### src/skil_pkg.sv
// ---------------------------------------------------------------------------
// skil_pkg: shared types and constants of the sorted key index lookup
// Command codes, controller-to-datapath command and status bundles, table
// entry layout and the fixed field widths of the block.
// ---------------------------------------------------------------------------
`timescale 1ns / 1ps

package skil_pkg;

  // Default table depth and fixed field widths.
  localparam int unsigned TABLE_DEPTH_DEF = 1024;
  localparam int unsigned KEY_W           = 64;
  localparam int unsigned OFFSET_W        = 32;
  localparam int unsigned LENGTH_W        = 16;
  localparam int unsigned FPOS_W          = 33;
  localparam int unsigned ENTRY_COUNT_W   = 11;

  // Configuration port: one 32-bit register at byte address 0.
  localparam int unsigned PADDR_W   = 3;
  localparam int unsigned PDATA_W   = 32;
  localparam logic        REG_DATA_BOUND = 1'b0;

  // File position is (2*count+3)*8 + offset = count*16 + 24 + offset.
  localparam int unsigned FPOS_COUNT_SHIFT = 4;
  localparam int unsigned FPOS_HEADER      = 24;

  // The probe loop narrows the window while it spans more than this.
  localparam int unsigned PROBE_SPAN_MIN = 2;

  // Request command codes.
  typedef enum logic [1:0] {
    CMD_CLEAR    = 2'd0,
    CMD_APPEND   = 2'd1,
    CMD_LOOKUP   = 2'd2,
    CMD_RESERVED = 2'd3
  } cmd_e;

  // Window update of the binary search.
  typedef enum logic [1:0] {
    BND_HOLD = 2'd0,
    BND_INIT = 2'd1,
    BND_STEP = 2'd2
  } bnd_e;

  // Kind of result loaded into the result registers.
  typedef enum logic [2:0] {
    RSP_NONE   = 3'd0,
    RSP_CLEAR  = 3'd1,
    RSP_APPEND = 3'd2,
    RSP_ZERO   = 3'd3,
    RSP_HIT    = 3'd4
  } rsp_e;

  // Controller to datapath.
  typedef struct packed {
    logic latch;
    bnd_e bnd;
    logic addr_last;
    rsp_e rsp;
  } skil_cmd_t;

  // Datapath to controller.
  typedef struct packed {
    logic more;
    logic key_eq;
    logic cnt_zero;
  } skil_sts_t;

  // One stored table entry.
  typedef struct packed {
    logic [KEY_W-1:0]    key;
    logic [OFFSET_W-1:0] offset;
    logic [LENGTH_W-1:0] length;
  } entry_t;

endpackage

### src/skil_ctrl.sv
// ---------------------------------------------------------------------------
// skil_ctrl: request sequencer of the sorted key index lookup
// Decodes requests and steps the binary search: probe loop, then a check of
// the lower and the upper end of the final window.
// ---------------------------------------------------------------------------
`timescale 1ns / 1ps

module skil_ctrl
  import skil_pkg::*;
(
  input  logic       clk_i,
  input  logic       rst_ni,
  input  logic       start_i,
  input  logic [1:0] cmd_i,
  input  skil_sts_t  sts_i,
  output skil_cmd_t  ctl_o,
  output logic       busy_o
);

  typedef enum logic [1:0] {
    ST_IDLE  = 2'd0,
    ST_LOOP  = 2'd1,
    ST_CHK_L = 2'd2,
    ST_CHK_R = 2'd3
  } state_e;

  state_e state_q, state_d;

  // Next state and datapath commands.
  always_comb begin
    state_d       = state_q;
    ctl_o.latch     = 1'b0;
    ctl_o.bnd       = BND_HOLD;
    ctl_o.addr_last = 1'b0;
    ctl_o.rsp       = RSP_NONE;
    case (state_q)
      ST_IDLE: begin
        if (start_i) begin
          ctl_o.latch = 1'b1;
          case (cmd_i)
            CMD_CLEAR:  ctl_o.rsp = RSP_CLEAR;
            CMD_APPEND: ctl_o.rsp = RSP_APPEND;
            CMD_LOOKUP: begin
              if (sts_i.cnt_zero) begin
                ctl_o.rsp = RSP_ZERO;
              end else begin
                ctl_o.bnd = BND_INIT;
                state_d   = sts_i.more ? ST_LOOP : ST_CHK_L;
              end
            end
            default: ctl_o.rsp = RSP_ZERO;
          endcase
        end
      end
      ST_LOOP: begin
        if (sts_i.key_eq) begin
          ctl_o.rsp = RSP_HIT;
          state_d   = ST_IDLE;
        end else begin
          ctl_o.bnd = BND_STEP;
          state_d   = sts_i.more ? ST_LOOP : ST_CHK_L;
        end
      end
      ST_CHK_L: begin
        if (sts_i.key_eq) begin
          ctl_o.rsp = RSP_HIT;
          state_d   = ST_IDLE;
        end else begin
          ctl_o.addr_last = 1'b1;
          state_d         = ST_CHK_R;
        end
      end
      ST_CHK_R: begin
        ctl_o.rsp = sts_i.key_eq ? RSP_HIT : RSP_ZERO;
        state_d   = ST_IDLE;
      end
      default: state_d = ST_IDLE;
    endcase
  end

  // State register.
  always_ff @(posedge clk_i or negedge rst_ni) begin
    if (!rst_ni) begin
      state_q <= ST_IDLE;
    end else begin
      state_q <= state_d;
    end
  end

  assign busy_o = (state_q != ST_IDLE);

endmodule

### config.mk
export PLATFORM = sky130hd
export DESIGN_NAME = skil_ctrl
export DESIGN_NICKNAME = d
export VERILOG_FILES = /design/src/skil_pkg.sv /design/src/skil_ctrl.sv
export SDC_FILE = /design/constraint.sdc
export NUM_CORES = 1
export LEC_CHECK = 0
export BUFFER_PORTS_ARGS = -buffer_cell sky130_fd_sc_hd__buf_4
export CORE_AREA = 10 10 47 49
export DETAILED_ROUTE_END_ITERATION = 7
export DIE_AREA = 0 0 57 59
export HOLD_SLACK_MARGIN = 0.15
export PLACE_DENSITY = 0.47
export SYNTH_ARGS = -nofsm -noshare
export SYNTH_HDL_FRONTEND = slang
export SYNTH_SLANG_ARGS = --single-unit
### constraint.sdc
create_clock -name clk_i -period 1.25 [get_ports clk_i]
set_clock_uncertainty 0.1 [all_clocks]
set_input_delay 0.25 -clock clk_i [delete_from_list [all_inputs] [get_ports clk_i]]
set_output_delay 0.25 -clock clk_i [all_outputs]
set_load 0.03 [all_outputs]
### Word level (Yosys, flattened, before mapping)

Cells that the tools add are included.

* equality and inequality tests: 8
* muxes and demuxes: 21
* reduce and logical (&&, ||, !) cells: 5

Operators with widths (number)
* 2-bit 2-to-1 mux: 9
* 3-bit 2-to-1 mux: 3
* 3-bit case mux with 3 select lines: 1
* 2-bit case mux with 4 select lines: 1
* 2-bit == test, second input constant: 3
* 2-bit case mux with 3 select lines: 1
* 1-bit 2-to-1 mux: 5
* 2-bit by 1-bit == test with 1-bit output, second input constant: 2
* 2-bit logical NOT: 2
* 2-bit != test, second input constant: 2
* 2-bit case mux with 2 select lines: 1
* 3-bit AND reduction: 1
* 2-bit by 1-bit != test with 1-bit output, second input constant: 1
* 2-bit nonzero test: 1
* 2-bit OR reduction: 1

* register bits: 2
* bits of input ports: 8
* output and inout bits: 8

### Logic depth before layout (Yosys ltp)

Gate-level depths: netlist of run 1.

* depth after elaboration: 5
* depth in mapped cells: 5
* depth with buffers taken out: 5

### Worst setup path after synthesis of run 1

Ideal clock, no wire load.

* kind: register to output
* start point: register state_q[0]
* end point: output port ctl_o[0] in the netlist's numbering
* arrival: 1516 ps
* data required time: 900 ps
* slack: -616 ps
* stages on the path, launching flop included: 5
* buffers on the path: 0
* cells stage by stage: dfrtp_1 inv_1 ha_1 nand2_1 o31ai_1

RTL lines
* start, declared: RTL line skil_ctrl.sv:27 `state_e state_q, state_d;`
* start signal, assigned: RTL line skil_ctrl.sv:86 `state_q <= state_d;`
* end, declared: RTL line skil_ctrl.sv:16 `output skil_cmd_t ctl_o,`

==> results of run 1 <==
[synthesized netlist by cell type]
master	number	area [µm²]
a21oi_1	2	10.01
and2_1	1	6.260
and2_2	1	7.510
and2b_2	1	8.760
dfrtp_1	2	50.05
ha_1	5	62.56
inv_1	3	11.26
nand2_1	3	11.26
nand3_1	2	10.01
nand4bb_1	1	11.26
nor2_1	3	11.26
nor2b_1	2	12.51
nor3b_1	1	7.510
nor3b_2	1	12.51
o211ai_1	1	7.510
o21ai_0	2	10.01
o311ai_2	1	16.27
o31ai_1	1	7.510
[power by group through the flow]
stage / sequential [mW] / clock [mW] / combinational [mW]
after detailed placement: 0.130 / 0 / 1.05
after global routing: 0.121 / 0.162 / 1.51
after global placement: 0.129 / 0 / 1.02
final: 0.119 / 0.145 / 1.42
after CTS: 0.118 / 0.148 / 1.37
after floorplan: 0.125 / 0 / 0.683
[cells by family (layout without fill, tap and decap cells)]
logic type,after synthesis,after routing,share of synthesized area [%]
compound gates,7,7,18.73
fa+ha+maj,5,5,22.83
buf+inv,3,40,4.109
flops,2,2,18.27
simple gates,16,16,36.07
[cell type report]
| class | instances | area share, % |
|---|---|---|
| multi-input cells | 28 | 44.73 |
| well taps | 16 | 2.721 |
| repair buffers | 34 | 40.65 |
| flip-flops and latches | 2 | 6.803 |
| clock buffers | 3 | 3.061 |
| inverters | 3 | 2.041 |
[final timing paths]
| check | start | end | slack, ps | depth (start not counted) |
|---|---|---|---|---|
| worst min-delay path | sts_i[2] | state_q[1] | 160 | 2 |
| min in group asynchronous | rst_ni | state_q[1] | 250 | 2 |
| worst min register to register | state_q[0] | state_q[0] | 660 | 4 |
| max in group asynchronous | rst_ni | state_q[0] | 710 | 2 |
| worst max-delay path | state_q[0] | ctl_o[0] | -440 | 5 |
| worst max register to register | state_q[1] | state_q[0] | -200 | 7 |
[routing by layer]
layer	share of wire, %	wire length [µm]	GRT usage (%)
met4	3.8	42	7.047
met1	34	380	6.280
met2	56	618	12.56
met5	0	0	0
met3	6.0	67	2.790
[metrics by stage]
stage | instance area [µm²] | util (%)
5_1_grt | 735.7 | 52.50
3_5_place_dp | 574.3 | 40.98
4_1_cts | 716.9 | 51.16
2_1_floorplan | 359.1 | -
6_report | 735.7 | 52.50
3_3_place_gp | 574.3 | 40.98
[timing repair]
item	in CTS	in global routing
buffers inserted	7	0
gates cloned	0	0
resized for setup	16	4
hold buffers	1	0
endpoints found under the hold margin	2	0
pin swaps	4	1
setup endpoints to repair	10	10
==> metrics.yaml, run 1 <==
final_layout:
  syn2layout_area_growth_pct: 168.5
  drive_above_1_share_pct: 84.29
  final_cells: 86
  multi_input_area_um2: 329.1
  seqCellArea_um2: 50.05
  nFillCells: 146
  layout_commonest_cell: "buf_4"
  final_cell_mix: "buf_4, buf_6, ha_2, clkbuf_4"
  antenna-diode-count: 0
  regMostFlops: "state_q"
  largest_register_ffs: 2
  top_regs: "state_q (2)"
  num-nets-final: 85
logic_synthesis:
  yosysWarningCount: 0
  synth-seq-cells: 2
  synth_cell_types: 18
  ys_seq_area_share_pct: 18.26
  syn_nets: 46
  syn-instance-count: 33
  syn_area_per_cell_um2: 8.303
  syn_area_um2: 274.0
clocking:
  clk_path_buf_depth: 2
  clock_latency_ps: 230
  cts_root_buffer: "clkbuf_4"
  h-tree-depth: 1
  cts_tree: "done"
  clkTransAtPathRegs_ps: 30
  cts_sinks: 2
  cts_made_buffers: 3
placement:
  dp_hpwl_um: 833.4
  dpl.cell_count: 75
  routabilityCongestion: 0.7365
  place_ws_ps: -237.9
  io_buffer_count: 15
die:
  die_h_um: 59
  core_area_mm2: 0.001401
  rows: 14
  initial_core_util_pct: 19.55
  die_x_um: 57
  ioPinCount: 16
  die_area_mm2: 0.003363
pwr:
  power.internal_uw: 961.8
  finalPower_mw: 1.684
  powerDensity_mw_per_mm2: 2289
  pwr-share-clk_pct: 8.6
  vdd_drop_max_mv: 1.502
  net-switching-power_uw: 722.0
  switching_share_pct: 42.88
  comb_power_share_pct: 84.3
  power.leakage_nw: 0.3403
  pwr-share-seq_pct: 7.1
critical_path:
  critPathLaunchType: "flop"
  crit_fanout: 3
  worstPathArrival_ps: 1340
  end_kind: "output pin"
  crit_chain: "inv_2 -> ha_4 -> nand2_4 -> o31ai_4 -> buf_6"
  critical_path.top_delay_family: "flip-flops"
  setup.worst_path.class: "reg -> out"
  crit_required_ps: 900
  path_buf_inv: 2
  max_stage_delay_ps: 380
  cpMaxStageDelayCell: "dfrtp_1"
sta:
  worst_slack_ps: -440.2
  hold-worst-slack_ps: 159.8
  final_hold_viol_count: 0
  setup_viol: 10
  fmax_mhz: 591.7
  rsz0062_at_grt: "yes"
  finalCritPeriodShare_pct: 135.2
  worstMarginPinSlew_ps: 327.6
  min_period_ps: 1690
  slew_viol_final: 0
  finalSetupTns_ps: -3437
  relSlewSlack_pct: 78.06
route:
  first_pass_iters: 4
  vias: 375
  wirelength_um: 1108
  ant_nets: 0
  vias_per_cell: 4.360
  drt_iter0_drc: 2
  drcViolationCount: 0
  wl_per_cell_um: 12.88
global_routing:
  antenna_found_initial: 0
  track_usage_pct: 7.254
  grt_max_degree: 5
  grt_pass1_wl_um: 1883
  grt_pass1_vias: 462
  grt-ovfl-total: 0
flow_run:
  maxCapViolCount: 0
run_status:
  outcome: "finished, violations left"
  violations: "negative setup slack"
worst_hold_path:
  hold_path.class: "in -> reg"
No activity file was read; power rests on OpenSTA's default activity.
==> inputs of run 2 (changes only) <==
PLACE_DENSITY = 0.46   (was 0.47)
clock period = 1.89 ns   (was 1.25 ns; I/O delays follow)
==> run 2 against run 1 <==
  * The flow now finishes without violations
  * Via count decreased by 20%
  * Worst setup slack improved by 470 ps
  * Total power decreased by 59%
  * Non-clock buffer count decreased by 16
  * Highest routed layer is now met3
==> metrics.yaml, run 2 (synthesis gave the netlist of run 1 again) <==
sta:
  setup_viol: 0
  final_hold_viol_count: 0
  min_period_ps: 1860
  slew_viol_final: 0
  worstMarginPinSlew_ps: 244.8
  hold-worst-slack_ps: 297.4
  finalSetupTns_ps: 0
  finalCritPeriodShare_pct: 98.42
  rsz0062_at_grt: "yes"
  relSlewSlack_pct: 83.61
  fmax_mhz: 537.6
worst_hold_path:
  hold_path.class: "in -> reg"
critical_path:
  critical_path.top_delay_family: "flip-flops"
  path_buf_inv: 2
  worstPathArrival_ps: 1380
  crit_fanout: 6
  reg2reg_slack_ps: 500
  crit_chain: "inv_2 -> ha_2 -> and2_1 -> and2_2 -> buf_4"
  crit_required_ps: 1410
  cpMaxStageDelayCell: "dfrtp_1"
  end_kind: "output pin"
  setup.worst_path.class: "reg -> out"
  max_stage_delay_ps: 360
  critPathLaunchType: "flop"
clocking:
  h-tree-depth: 1
  cts_sinks: 2
  clkTransAtPathRegs_ps: 30
  cts_root_buffer: "clkbuf_4"
  clk_path_buf_depth: 2
  cts_tree: "done"
  clock_latency_ps: 220
  cts_made_buffers: 3
global_routing:
  antenna_found_initial: 0
  track_usage_pct: 5.270
  use_met1_pct: 4.389
  grt_pass1_wl_um: 1462
  gr-usage-met3_pct: 2.790
  met2_usage_pct: 9.767
  grt_pass1_vias: 369
  grt.busiest_layer: "met2"
  grt_max_degree: 7
  grt-ovfl-total: 0
pwr:
  vdd_drop_max_mv: 0.4930
  finalPower_uw: 686.5
  powerDensity_mw_per_mm2: 1433
  power.leakage_nw: 0.2291
route:
  wirelength_um: 856
  drt_iter0_drc: 1
  vias: 299
  ant_nets: 0
  wl_per_cell_um: 12.23
  first_pass_iters: 2
  vias_per_cell: 4.271
  drcViolationCount: 0
placement:
  io_buffer_count: 15
  placed_cell_area_um2: 416.7
  routabilityCongestion: 0.7353
  dp_hpwl_um: 696.7
die:
  die_area_mm2: 0.003363
  core_area_mm2: 0.001401
  initial_core_util_pct: 19.55
  die_h_um: 59
  ioPinCount: 16
  die_x_um: 57
  rows: 14
final_layout:
  layout_commonest_cell: "buf_4"
  final_cell_mix: "buf_4, nand2_1, nor2_1, ha_1, clkbuf_4"
  antenna-diode-count: 0
  syn2layout_area_growth_pct: 74.89
  num-nets-final: 69
  drive_above_1_share_pct: 55.56
  top_regs: "state_q (2)"
  stdcell_area_um2: 479.2
  largest_register_ffs: 2
  regMostFlops: "state_q"
  nFillCells: 158
run_status:
  outcome: "finished clean"
flow_run:
  maxCapViolCount: 0
run 2: cell count changes in the layout (fill, tap and decap cells not counted), moves of 2 or more:
cell / previous run / this run
ha_1: 0 / 3
nor2b_4: 2 / 0
buf_4: 22 / 17
nand2_4: 2 / 0
ha_2: 3 / 1
and2_4: 2 / 0
nor2b_1: 0 / 2
nand2_1: 0 / 3
buf_6: 11 / 0
run 2: power breakdown:
part | switching, mW | leakage, nW | internal, mW | total [mW]
Clock | 0.0228 | 0.0138 | 0.0699 | 0.0927
Sequential | 0.0144 | 0.0253 | 0.0634 | 0.0778
Combinational | 0.300 | 0.190 | 0.216 | 0.516
Total | 0.337 | 0.229 | 0.350 | 0.686
run 2: path summary, 6_finish.rpt:
check / startpoint / end / cells past startpoint
max: state_q[0] / ctl_o[4] / 5
min: sts_i[2] / state_q[1] / 2
max reg2reg: state_q[0] / state_q[0] / 5
min reg2reg: state_q[1] / state_q[1] / 3
max in group asynchronous: rst_ni / state_q[1] / 2
min in group asynchronous: rst_ni / state_q[0] / 2
run 2: per-stage QoR:
| step | instances | setup WS (ps) | util [%] |
|---|---|---|---|
| finish | 70 | 29.86 | 34.20 |
| global route | 70 | -21.50 | 34.20 |
| CTS | 70 | 22.12 | 33.48 |
| detailed placement | 64 | 138.0 | 29.73 |
| global placement | 64 | 144.1 | 29.73 |
| floorplan | 33 | 84.07 | - |
run 2: routing by layer:
layer	routed length, µm	share of wire, %
met1	299	35
met3	110	13
met5	0	0
met4	0	0
met2	446	52
run 2: final cells by class:
class / instances / area (µm²) / share of cell area [%]
multi-input cells: 28 / 237.7 / 49.61
repair buffers: 18 / 137.6 / 28.72
flip-flops and latches: 2 / 50.05 / 10.44
clock buffers: 3 / 22.52 / 4.700
well taps: 16 / 20.02 / 4.178
inverters: 3 / 11.26 / 2.350
run 2: timing repair:
action	4_1_cts	5_1_grt
resized for setup	4	1
hold endpoints to repair	2	0
hold buffers	1	0
pin swaps	0	1
buffers inserted	2	0
endpoints found under the setup margin	3	3
